## src/rtl/sc3_pkg.sv

```systemverilog
// sc3_pkg: shared types and constants for the 3x3 sharpen / edge filter
// used by sc3_conv_core and sharpen_edge_conv3x3_top; no dependencies
package sc3_pkg;

    // kernel codes
    localparam logic [1:0] KERN_CROSS_LAP = 2'd0;
    localparam logic [1:0] KERN_BOX_LAP   = 2'd1;
    localparam logic [1:0] KERN_SOBEL_H   = 2'd2;
    localparam logic [1:0] KERN_SOBEL_V   = 2'd3;

    // configuration register indexes
    localparam logic [1:0] REG_KERNEL_SELECT = 2'd0;
    localparam logic [1:0] REG_CENTER_BOOST  = 2'd1;
    localparam logic [1:0] REG_IMAGE_WIDTH   = 2'd2;
    localparam logic [1:0] REG_IMAGE_HEIGHT  = 2'd3;

    localparam int PIX_W   = 8;
    localparam int CFG_W   = 13;
    localparam int WIDTH_W = 11;
    localparam int HEIGHT_W = 13;
    localparam int MIN_DIM = 3;

    // weighted sum range: about -2040 .. 67065
    localparam int SUM_W = 20;
    localparam int PIX_MAX = 255;

    typedef logic [PIX_W-1:0] pix_t;
    typedef logic signed [SUM_W-1:0] sum_t;

    // filter setup seen by the core
    typedef struct packed {
        logic [1:0] kernel_select;
        pix_t       center_boost;
    } sc3_filt_cfg_t;

    // per-beat tags carried alongside the pixel
    typedef struct packed {
        logic produce;
        logic row_end;
        logic frame_end;
    } sc3_tag_t;

    function automatic sum_t px_ext(input pix_t x);
        px_ext = $signed({{(SUM_W-PIX_W){1'b0}}, x});
    endfunction

endpackage

```

## src/rtl/sc3_conv_core.sv

```systemverilog
// sc3_conv_core: 3x3 window register and kernel arithmetic with clamp
// depends on sc3_pkg
module sc3_conv_core (
    input  logic                  clk,
    input  logic                  rst_n,
    input  logic                  shift_en,
    input  sc3_pkg::pix_t         up_pix,
    input  sc3_pkg::pix_t         mid_pix,
    input  sc3_pkg::pix_t         new_pix,
    input  sc3_pkg::sc3_filt_cfg_t filt_cfg,
    output sc3_pkg::pix_t         result
);
    import sc3_pkg::*;

    pix_t win_reg  [3][3];
    pix_t win_next [3][3];
    sum_t t00, t01, t02, t10, t11, t12, t20, t21, t22;
    sum_t boost_term;
    sum_t acc;
    logic [2*PIX_W-1:0] boost_prod;

    // window as it looks after this beat shifts in
    always_comb
    begin
        for (int r = 0; r < 3; r++)
        begin
            win_next[r][0] = win_reg[r][1];
            win_next[r][1] = win_reg[r][2];
        end
        win_next[0][2] = up_pix;
        win_next[1][2] = mid_pix;
        win_next[2][2] = new_pix;
    end

    always_ff @(posedge clk or negedge rst_n)
    begin
        if (!rst_n)
        begin
            for (int r = 0; r < 3; r++)
            begin
                for (int c = 0; c < 3; c++)
                begin
                    win_reg[r][c] <= '0;
                end
            end
        end
        else if (shift_en)
        begin
            win_reg <= win_next;
        end
    end

    assign t00 = px_ext(win_next[0][0]);
    assign t01 = px_ext(win_next[0][1]);
    assign t02 = px_ext(win_next[0][2]);
    assign t10 = px_ext(win_next[1][0]);
    assign t11 = px_ext(win_next[1][1]);
    assign t12 = px_ext(win_next[1][2]);
    assign t20 = px_ext(win_next[2][0]);
    assign t21 = px_ext(win_next[2][1]);
    assign t22 = px_ext(win_next[2][2]);

    assign boost_prod = filt_cfg.center_boost * win_next[1][1];
    assign boost_term = $signed({{(SUM_W-2*PIX_W){1'b0}}, boost_prod});

    always_comb
    begin
        case (filt_cfg.kernel_select)
            KERN_CROSS_LAP:
            begin
                acc = (t11 <<< 2) - t01 - t10 - t12 - t21 + boost_term;
            end
            KERN_BOX_LAP:
            begin
                acc = (t11 <<< 3) - t00 - t01 - t02 - t10 - t12 - t20 - t21 - t22
                      + boost_term;
            end
            KERN_SOBEL_H:
            begin
                acc = t02 - t00 + ((t12 - t10) <<< 1) + t22 - t20;
            end
            KERN_SOBEL_V:
            begin
                acc = t20 - t00 + ((t21 - t01) <<< 1) + t22 - t02;
            end
            default:
            begin
                acc = '0;
            end
        endcase
    end

    // clamp to 0..255
    always_comb
    begin
        if (acc < 0)
        begin
            result = '0;
        end
        else if (acc > sum_t'(PIX_MAX))
        begin
            result = pix_t'(PIX_MAX);
        end
        else
        begin
            result = acc[PIX_W-1:0];
        end
    end

endmodule

```

## config.mk

```make
export PLATFORM = sky130hd
export DESIGN_NAME = sc3_conv_core
export DESIGN_NICKNAME = d
export VERILOG_FILES = /design/src/rtl/sc3_pkg.sv /design/src/rtl/sc3_conv_core.sv
export SDC_FILE = /design/constraint.sdc
export NUM_CORES = 1
export LEC_CHECK = 0
export ABC_AREA = 0
export CORE_UTILIZATION = 25
export DETAILED_ROUTE_END_ITERATION = 6
export DONT_BUFFER_PORTS = 1
export MAX_ROUTING_LAYER = met4
export PLACE_DENSITY = 0.47
export SLEW_MARGIN = 20
export SYNTH_ARGS = -nofsm -noshare
export SYNTH_HDL_FRONTEND = slang
export SYNTH_SLANG_ARGS = --single-unit
```

## constraint.sdc

```tcl
create_clock -name clk -period 30.7 [get_ports clk]
set_input_delay 4.605 -clock clk [delete_from_list [all_inputs] [get_ports clk]]
set_output_delay 4.605 -clock clk [all_outputs]
set_load 0.05 [all_outputs]
```

; Word level (Yosys, flattened, before mapping)
; Cells that the tools add are included.
[classes]
n_addsub = 24
mul = 1
n_lt_le_gt_ge = 2
n_eq_ne = 3
mux = 3
reduce_logical = 1
[ops]
columns = op, n
row1 = one-hot mux 20 bit (4 select lines), 1
row2 = subtractor 12 x 9 -> 13 bit, 4
row3 = subtractor 8 x 8 -> 9 bit, 4
row4 = subtractor 13 x 9 -> 14 bit, 2
row5 = adder 11 x 9 -> 12 bit, 2
row6 = adder 9 x 10 -> 11 bit, 2
row7 = adder 19 x 17 -> 20 bit, 1
row8 = > comparator 20 x 9 -> 1 bit (second input constant), 1
row9 = less-than comparator 20 x 1 -> 1 bit (second input constant), 1
row10 = subtractor 18 x 9 -> 19 bit, 1
row11 = adder 14 x 17 -> 18 bit, 1
row12 = subtractor 17 x 9 -> 18 bit, 1
row13 = subtractor 16 x 9 -> 17 bit, 1
row14 = multiplier 8 x 8 -> 16 bit, 1
row15 = 2-to-1 mux 8 bit, 2
row16 = subtractor 15 x 9 -> 16 bit, 1
row17 = subtractor 14 x 9 -> 15 bit, 1
row18 = subtractor 11 x 8 -> 12 bit, 1
row19 = subtractor 11 x 9 -> 12 bit, 1
row20 = subtractor 10 x 8 -> 11 bit, 1
row21 = == test 2 bit (second input constant), 2
row22 = == test 2 x 1 -> 1 bit (second input constant), 1
row23 = logical NOT 2 bit, 1
[totals]
register_bits = 48
in_bits = 37
out_inout_bits = 8
elab_cells = 40

; Logic depth before layout (Yosys ltp)
; Gate-level depths: netlist of the first run.
[logic_depth]
ltp_word = 13
depth_mapped = 33
mapped_depth_nobuf = 31

; Worst setup path before layout of the first run
; Ideal clock, no wire load.
[synth_timing]
path_type = input to output
from = input port filt_cfg[3] (netlist bit)
to = output port result[0]
t_arrival_ps = 11747
setup_slack_ps = 14348
stages = 27
path_cell_list = and2_1 > fa_1 > inv_1 > fa_1 > inv_1 > fa_1 > inv_1 > fa_1 > inv_1 > ha_1 > a21boi_1 > nor2_1 > fa_1 > inv_1 > fa_1 > fa_1 > fa_1 > inv_1 > ha_1 > a21oi_1 > o211ai_1 > a2111oi_0 > nand2_1 > a221oi_1 > a31oi_1 > o21ai_1 > nand2_1
[synth_via]
elab_chain_cells = 6
[synth_rtl]
columns = item, line_no
row1 = from (decl), sc3_conv_core.sv:10  ; input sc3_pkg::sc3_filt_cfg_t filt_cfg,
row2 = multiplier 8 x 8 -> 16 bit *, sc3_conv_core.sv:63  ; assign boost_prod = filt_cfg.center_boost * win_next[1][1];
row3 = adder 19 x 17 -> 20 bit or adder 14 x 17 -> 18 bit (tied branches), "sc3_conv_core.sv:76, sc3_conv_core.sv:71"
row4 = one-hot mux 20 bit (4 select lines) *, sc3_conv_core.sv:68  ; case (filt_cfg.kernel_select)
row5 = > comparator 20 x 9 -> 1 bit, sc3_conv_core.sv:100  ; else if (acc > sum_t'(PIX_MAX))
row6 = 2-to-1 mux 8 bit, sc3_conv_core.sv:100
row7 = 2-to-1 mux 8 bit *, sc3_conv_core.sv:96  ; if (acc < 0)
row8 = to (decl), sc3_conv_core.sv:11  ; output sc3_pkg::pix_t result
; Mark *: on every way between the ends. The rest lies on a longest branch, timed or not.

; Worst setup path after layout of the first run
[layout_timing]
from = input port filt_cfg[2] (netlist bit)
to = output port result[3]
; Same word-level chain as after synthesis.

==> qor.csv, run 1 <==
stage,metric,value,unit
final_layout,multiInputGateArea,9870,µm²
global_route,antenna_found_initial,0,
global_route,grt_pass1_wl,54.8,mm
final_layout,final_cell_mix,"282 x inv_1, 195 x ha_1, 150 x fa_1, 113 x nand2_1, 84 x o21ai_0",
floorplanning,core_area,48000,µm²
final_layout,layout_commonest_cell,inv_1,
clocking,cts_tree,built,
clocking,clockRootBuffer,clkbuf_16,
sta,setup_viol,0,
sta,rsz0062_at_grt,false,
floorplanning,die_h,223,µm
synthesis,syn_area,12200,µm²
floorplanning,rows,80,
final_layout,nFillCells,5175,
run,cap_violations,0,
floorplanning,ios,45,
clocking,ctsHoldBuffers,0,
global_route,met2_usage,24.2,%
sta,fmax,57.7,MHz
floorplanning,initial_core_util,25.5,%
placed_design,dp_cells,2004,
routing,wl_per_cell,17.3,µm
sta,finalCritPeriodShare,56.5,%
setup_path,path_buf_inv,5,
run_status,status,"complete, no violations",
sta,tightest_slew,0.835,ns
final_layout,drive_above_1_share,2.79,%
placed_design,io_buffers,0,
global_route,top_usage_layer,met2,
sta,hold_violations,0,
sta,slew_viol_final,0,
setup_path,crit_type,in -> out,
setup_path,worstPathRequired,26.10,ns
routing,detail-route-antenna-nets,0,
global_route,grtUsageMet1,18.9,%
synthesis,ys.flop_type,dfrtp_1,
final_layout,antennaDiodeCount,0,
global_route,grt-ovfl-total,0,
placed_design,gp_congestion,0.844,
setup_path,worst_setup_path_end_kind,primary output,
floorplanning,die-area,49900,µm²
clocking,post_cts_buffers,0,
clocking,clkTransAtPathRegs,0.08,ns
sta,period_minus_slack,17.33,ns
final_layout,regArea,1200,µm²
clocking,cts_resized,0,
sta,relSlewSlack,43.6,%
setup_path,cp_max_fo,8,
synthesis,synthCells,1421,
final_layout,final_nets,1778,
clocking,cts_buffer_depth,2,
setup_path,crit_top_cell,fa_1,
synthesis,yosysWarnings,0,
routing,dr.pass1.iters,5,
setup_path,cp_data_arrival_time,12.73,ns
synthesis,ys_types,72,
setup_path,start_kind,primary input,
global_route,grt_util_all_layers,14.6,%
final_layout,area_delta_synth_final,6.58,%
clocking,numCtsBuffers,5,
clocking,insertion_delay,0.29,ns
synthesis,ys_ff_latch,48,
global_route,grt_pass1_vias,9335,
setup_path,critical_path.slowest_cell,o21ai_1,
synthesis,synth_edf_count,0,
routing,drcViolationCount,0,
setup_path,cpLargestDelayFamily,adder cells,
routing,wl,34.8,mm
routing,vias_per_cell,4.69,
final_layout,layout.cells.non_filler,2012,
min_path,worstHoldPathType,reg -> reg,
sta,fin_skew,0.00854,ns
routing,vias,9439,
clocking,cts.sink_count,48,
sta,setup_tns,0,ns
floorplanning,die-width,223,µm
synthesis,synthesis.nets,1803,
clocking,cts_htree_levels,2,
synthesis,ys_seq_area_share,9.81,%
global_route,met3_usage,2.37,%
routing,drtIter0Drc,483,
setup_path,cp_slowest_stage_delay,0.61,ns
synthesis,async_reset_ff_share,100,%
global_route,grt_max_degree,89,
synthesis,syn_avg_cell_area,8.62,µm²
placed_design,hpwl,30.4,mm
## stage by stage
step | setup slack (ns) | area [µm²] | utilization (%) | hold slack (ns)
after floorplan | 14.35 | 12200 | - | 0.450
after global placement | 13.29 | 12900 | 26.9 | 0.458
after detailed placement | 13.24 | 12900 | 26.9 | 0.465
after CTS | 13.22 | 13000 | 27.2 | 0.483
after global routing | 12.72 | 13100 | 27.2 | 0.499
final | 13.37 | 13100 | 27.2 | 0.480
## cell families after synthesis
group	after synthesis	synth area share [%]
fa+ha+maj	346	44.5
mux	18	2.06
compound gates	300	16.0
xor+xnor	75	5.36
simple gates	318	12.6
buf+inv	316	9.68
flops	48	9.81
## cell usage after synthesis (19+ instances only)
library cell | count | area, µm²
a211oi_1 | 19 | 143
a21o_1 | 20 | 150
a21oi_1 | 67 | 335
and2_1 | 47 | 294
clkbuf_1 | 33 | 124
dfrtp_1 | 48 | 1200
fa_1 | 150 | 3000
ha_1 | 195 | 2440
inv_1 | 282 | 1060
nand2_1 | 113 | 424
nor2_1 | 60 | 225
nor3_1 | 21 | 105
o21ai_0 | 84 | 420
xnor2_1 | 41 | 359
xor2_1 | 34 | 298
## flip-flops by register name (all words and copies together) (netlist names)
| register | cells |
|---|---|
| t10 | 8 |
| t21 | 8 |
| t20 | 8 |
| t01 | 8 |
| t00 | 8 |
| t11 | 8 |
## path summary, 6_finish.rpt
check / from / slack [ns] / to / cells past startpoint
worst max-delay path: filt_cfg[2] / 13.37 / result[3] / 25
min in group asynchronous: rst_n / 4.00 / t01[7]$_DFFE_PN0P_ / 0
worst min-delay path: t01[6]$_DFFE_PN0P_ / 0.48 / t00[6]$_DFFE_PN0P_ / 2
max in group asynchronous: rst_n / 26.59 / t20[3]$_DFFE_PN0P_ / 0
worst min register to register: t01[6]$_DFFE_PN0P_ / 0.48 / t00[6]$_DFFE_PN0P_ / 2
worst max register to register: t11[6]$_DFFE_PN0P_ / 29.61 / t11[6]$_DFFE_PN0P_ / 1
## final cells by class
| cell class | count | area share (%) |
|---|---|---|
| timing repair buffer | 1 | 0.0575 |
| inverter | 283 | 8.14 |
| sequential | 48 | 9.20 |
| multi-input combinational | 1057 | 75.6 |
| clock buffer | 5 | 0.958 |
| clock inverter | 3 | 0.144 |
| tap | 615 | 5.89 |
## worst min-delay path: cells and delay by family, from the launching register on
kind / cells / cell delay, ns
flops: 1 / 0.34
compound gates: 1 / 0.06
simple gates: 1 / 0.04
## layer usage
| metal | routed length (µm) | vias up |
|---|---|---|
| met5 | 0 | - |
| met4 | 568 | 0 |
| met3 | 1530 | 21 |
| met2 | 16900 | 150 |
| met1 | 15800 | 4633 |
| li1 | - | 4635 |
Power of run 1 is left out: the tool's default activity adds up to more than one toggle a clock period on the data nets, which glitch-free logic cannot reach.
==> inputs of run 2 (changes only) <==
--- a/config.mk
+++ b/config.mk
@@ -10,7 +10,7 @@
 export DETAILED_ROUTE_END_ITERATION = 6
 export DONT_BUFFER_PORTS = 1
 export MAX_ROUTING_LAYER = met4
-export PLACE_DENSITY = 0.47
+export PLACE_DENSITY = 0.49
 export SLEW_MARGIN = 20
 export SYNTH_ARGS = -nofsm -noshare
 export SYNTH_HDL_FRONTEND = slang
==> constraint.sdc (replaced) <==
create_clock -name clk -period 15.7 [get_ports clk]
set_input_delay 2.355 -clock clk [delete_from_list [all_inputs] [get_ports clk]]
set_output_delay 2.355 -clock clk [all_outputs]
set_load 0.05 [all_outputs]
==> run 2 against run 1 <==
- worst hold slack got worse by 0.0017 ns
- highest routed layer unchanged
- design area is 0.28% higher
- register-to-register slack got worse by 15 ns
- clock skew rose by 0.0027 ns
- cell count is essentially flat
- critical path type unchanged
- global-route usage is 0.16 points higher
==> qor.csv, run 2 (synthesized netlist as in run 1, its figures left out) <==
stage,metric,value,unit,change
run_status,status,"complete, no violations",,
final_layout,final_cell_mix,"282 x inv_1, 195 x ha_1, 150 x fa_1, 113 x nand2_1, 84 x o21ai_0",,
sta,relSlewSlack,50.6,%,+7.1 points
run,cap_violations,0,,unchanged
setup_path,ff2ff_path_depth,1,,unchanged
clocking,numCtsBuffers,5,,unchanged
routing,vias,9476,,+0.39%
setup_path,cp_data_arrival_time,10.52,ns,-2.21 ns
global_route,grt_pass1_wl,55.6,mm,+1.5%
clocking,post_cts_buffers,0,,unchanged
placed_design,gp_congestion,0.851,,+0.83%
clocking,clkTransAtPathRegs,0.08,ns,about the same
sta,setup_tns,0,ns,unchanged
routing,vias_per_cell,4.71,,+0.34%
routing,detail-route-antenna-nets,0,,unchanged
global_route,grt_pass1_vias,9763,,+4.6%
clocking,ctsHoldBuffers,0,,unchanged
floorplanning,die-area,49900,µm²,unchanged
clocking,cts_htree_levels,2,,unchanged
global_route,grt-ovfl-total,0,,unchanged
placed_design,io_buffers,0,,unchanged
min_path,worstHoldPathCells,2,,unchanged
placed_design,hpwl,30.3,mm,-0.41%
floorplanning,ios,45,,unchanged
sta,tightest_slew,0.736,ns,-0.0989 ns
setup_path,cp_slowest_stage_delay,0.61,ns,about the same
routing,drt-met1-wl,15.5,mm,-2.1%
clocking,cts_buffer_depth,2,,unchanged
final_layout,area_delta_synth_final,6.87,%,
sta,fmax,77.6,MHz,
setup_path,worstPathRequired,13.35,ns,-12.75 ns
setup_path,startpoint,filt_cfg[2],,
global_route,antenna_found_initial,0,,unchanged
clocking,cts.sink_count,48,,unchanged
setup_path,cp_max_fo,8,,unchanged
sta,period_minus_slack,12.88,ns,
floorplanning,core_area,48000,µm²,unchanged
routing,drtIter0Drc,510,,+5.6%
min_path,min-delay-start,t01[5]$_DFFE_PN0P_,,
sta,finalCritPeriodShare,82.0,%,
routing,met2WireLength,17.0,mm,+0.22%
sta,slew_viol_final,0,,unchanged
setup_path,crit_type,in -> out,,
final_layout,layout_commonest_cell,inv_1,,
final_layout,final_nets,1778,,unchanged
floorplanning,rows,80,,unchanged
sta,setup_viol,0,,unchanged
clocking,cts_tree,built,,
clocking,insertion_delay,0.30,ns,about the same
floorplanning,die_h,223,µm,unchanged
routing,wl,34.6,mm,-0.60%
min_path,worstHoldPathType,reg -> reg,,
floorplanning,initial_core_util,25.5,%,unchanged
setup_path,crit_top_cell,fa_1,,
floorplanning,die-width,223,µm,unchanged
setup_path,r2r-start,t11[6]$_DFFE_PN0P_,,
final_layout,drive_above_1_share,2.79,%,unchanged
routing,drcViolationCount,0,,unchanged
routing,dr.pass1.iters,5,,unchanged
setup_path,r2r_setup_slack,14.61,ns,-15.00 ns
setup_path,worst_setup_path_end_kind,primary output,,
setup_path,critical_path.slowest_cell,o21ai_1,,
global_route,grt_max_degree,89,,unchanged
clocking,clockRootBuffer,clkbuf_16,,
sta,hold_violations,0,,unchanged
routing,dr.max_layer_used,met4,,
sta,rsz0062_at_grt,false,,
routing,wl_met3,1.60,mm,+4.2%
global_route,grt_util_all_layers,14.8,%,+0.16 points
routing,wl_per_cell,17.2,µm,-0.65%
setup_path,start_kind,primary input,,
clocking,cts_resized,0,,unchanged
sta,fin_skew,0.0112,ns,+0.00265 ns
==> run 2: routing by layer <==
layer | vias to the layer above | GRT usage (%)
met1 | 4648 | 18.7
li1 | 4645 | -
met3 | 27 | 2.38
met4 | 0 | 2.81
met5 | - | -
met2 | 156 | 25.0
==> run 2: cell type report <==
cell class	instances	area, µm²
clock buffers	6	139
inverters	283	1060
diodes	1	2.50
multi-input cells	1057	9870
well taps	615	769
repair buffers	1	7.51
fillers	5188	35000
flip-flops and latches	48	1200
clock inverters	2	38.8
==> run 2: worst max-delay path, delay by kind of cell <==
kind,cells,cell delay [ns]
XOR/XNOR,1,0.33
adder cells (fa/ha/maj),10,4.43
AND/OR/NAND/NOR,4,1.27
AO/OA/AOI/OAI,5,1.81
buffers and inverters,5,0.29
==> run 2: metrics by stage <==
step	instance area (µm²)	worst slack (ns)	utilization, %	std cells	hold slack [ns]
floorplan	12200	3.85	-	1421	0.450
global placement	12900	2.76	26.9	2004	0.455
detailed placement	12900	2.75	26.9	2004	0.466
CTS	13100	2.73	27.2	2012	0.488
global route	13100	2.23	27.2	2012	0.533
finish	13100	2.82	27.2	2013	0.478
==> run 2: final timing paths <==
kind                                           end
worst max-delay path                     result[2]
worst min register to register  t00[5]$_DFFE_PN0P_
worst min-delay path            t00[5]$_DFFE_PN0P_
min in group asynchronous       t20[0]$_DFFE_PN0P_
worst max register to register  t11[6]$_DFFE_PN0P_
max in group asynchronous       t10[3]$_DFFE_PN0P_
Power of run 2 is left out for the same reason.
==> inputs of run 3 (changes only) <==
--- a/config.mk
+++ b/config.mk
@@ -10,7 +10,7 @@
 export DETAILED_ROUTE_END_ITERATION = 6
 export DONT_BUFFER_PORTS = 1
 export MAX_ROUTING_LAYER = met4
-export PLACE_DENSITY = 0.49
+export PLACE_DENSITY = 0.47
 export SLEW_MARGIN = 20
 export SYNTH_ARGS = -nofsm -noshare
 export SYNTH_HDL_FRONTEND = slang
==> constraint.sdc (replaced) <==
create_clock -name clk -period 12.3 [get_ports clk]
set_input_delay 1.845 -clock clk [delete_from_list [all_inputs] [get_ports clk]]
set_output_delay 1.845 -clock clk [all_outputs]
set_load 0.05 [all_outputs]
==> run 3 against run 2 <==
- wire length increased by 0.99%
- non-clock buffer count increased by 10
- cell count increased by 0.45%
- worst hold slack about the same
- critical endpoint is now result[5]
==> qor.csv, run 3 (synthesized netlist as in run 1, its figures left out) <==
stage,metric,value,unit,change
clocking,clockRootBuffer,clkbuf_16,,
routing,vias_per_cell,4.68,,-0.53%
sta,holdWs,0.478,ns,-0.000121 ns
final_layout,final_cell_mix,"282 x inv_1, 195 x ha_1, 150 x fa_1, 113 x nand2_1, 84 x o21ai_0",,
min_path,worstHoldPathType,reg -> reg,,
setup_path,worst_setup_path_end_kind,primary output,,
sta,setup_viol,0,,unchanged
final_layout,final_nets,1788,,+0.56%
floorplanning,die-area,49900,µm²,unchanged
setup_path,start_kind,primary input,,
sta,setup_tns,0,ns,unchanged
setup_path,cp_slowest_stage_delay,0.53,ns,-0.08 ns
floorplanning,initial_core_util,25.5,%,unchanged
final_layout,antennaDiodeCount,0,,-1
routing,vias,9468,,-0.084%
clocking,cts_htree_levels,2,,unchanged
setup_path,cp_data_arrival_time,9.52,ns,-1.00 ns
final_layout,drive_above_1_share,3.41,%,+0.62 points
final_layout,area_delta_synth_final,7.15,%,
setup_path,crit_type,in -> out,,
clocking,cts_buffer_depth,2,,unchanged
clocking,cts_tree,built,,
setup_path,cp_max_fo,10,,+2
sta,period_minus_slack,11.37,ns,
sta,slew_viol_final,0,,unchanged
clocking,cts.sink_count,48,,unchanged
sta,fin_skew,0.00837,ns,-0.00283 ns
sta,fmax,88.0,MHz,
clocking,insertion_delay,0.30,ns,about the same
clocking,cts_resized,0,,unchanged
setup_path,critical_path.slowest_cell,fa_1,,
run,cap_violations,0,,unchanged
floorplanning,rows,80,,unchanged
global_route,grt_pass1_vias,9611,,-1.6%
placed_design,dp_cells,2014,,+0.50%
floorplanning,ios,45,,unchanged
floorplanning,core_area,48000,µm²,unchanged
placed_design,hpwl,30.6,mm,+0.93%
global_route,grt_pass1_wl,56.2,mm,+1.1%
sta,hold_violations,0,,unchanged
sta,relSlewSlack,44.2,%,-6.5 points
sta,fin_ws,0.931,ns,-1.89 ns
routing,wl,35.0,mm,+0.99%
clocking,post_cts_buffers,0,,unchanged
sta,finalCritPeriodShare,92.4,%,
run_status,status,"complete, no violations",,
global_route,grt-ovfl-total,0,,unchanged
floorplanning,die_h,223,µm,unchanged
placed_design,dp_slack,0.742,ns,-2.01 ns
placed_design,io_buffers,0,,unchanged
setup_path,worstPathRequired,10.45,ns,-2.90 ns
clocking,ctsHoldBuffers,0,,unchanged
routing,detail-route-antenna-nets,0,,unchanged
placed_design,gp_congestion,0.847,,-0.46%
global_route,grt_max_degree,89,,unchanged
sta,tightest_slew,0.833,ns,+0.0967 ns
global_route,grt_util_all_layers,14.9,%,+0.15 points
global_route,antenna_found_initial,0,,unchanged
final_layout,layout_commonest_cell,inv_1,,
routing,drcViolationCount,0,,unchanged
routing,drtIter0Drc,583,,+14%
routing,wl_per_cell,17.3,µm,+0.54%
floorplanning,die-width,223,µm,unchanged
sta,rsz0062_at_grt,false,,
clocking,numCtsBuffers,5,,unchanged
clocking,clkTransAtPathRegs,0.06,ns,-0.02 ns
final_layout,layout.cells.non_filler,2022,,+0.45%
setup_path,crit_top_cell,fa_1,,
routing,dr.pass1.iters,6,,+1
## run 3: path summary, 6_finish.rpt
| check | slack, ns | end | from | cells past startpoint |
|---|---|---|---|---|
| max | 0.93 | result[5] | filt_cfg[3] | 29 |
| min | 0.48 | t00[3]$_DFFE_PN0P_ | t01[3]$_DFFE_PN0P_ | 2 |
| max reg2reg | 11.20 | t11[6]$_DFFE_PN0P_ | t11[6]$_DFFE_PN0P_ | 1 |
| min reg2reg | 0.48 | t00[3]$_DFFE_PN0P_ | t01[3]$_DFFE_PN0P_ | 2 |
| max in group asynchronous | 10.94 | t10[6]$_DFFE_PN0P_ | rst_n | 0 |
| min in group asynchronous | 1.23 | t20[0]$_DFFE_PN0P_ | rst_n | 0 |
## run 3: final cells by class
class                      count  area (µm²)
clock inverter                 3        18.8
clock buffer                   5         125
fill                        5174       34900
inverter                     283        1060
multi-input combinational   1057        9870
timing repair buffer          11        82.6
sequential                    48        1200
tap                          615         769
## run 3: layer usage
metal / global-route usage [%] / vias to the layer above / part of all wire, %
li1: - / 4666 / -
met1: 19.3 / 4646 / 45
met2: 25.3 / 142 / 49
met3: 2.11 / 14 / 4.3
met4: 2.03 / 0 / 1.2
met5: - / - / 0
## run 3: per-stage QoR
stage	util, %	area, µm²
after floorplan	-	12200
after global placement	27.0	13000
after detailed placement	27.0	13000
after CTS	27.3	13100
after global routing	27.3	13100
final	27.3	13100
## run 3: worst max-delay path, delay by kind of cell
| family | cells | cell delay, ns |
|---|---|---|
| adders and majority gates | 10 | 4.23 |
| AOI/OAI and AO/OA | 7 | 2.12 |
| buffers and inverters | 7 | 0.64 |
| and+or+nand+nor | 4 | 0.41 |
| xor gates and xnor gates | 1 | 0.25 |
Power of run 3 is left out for the same reason.
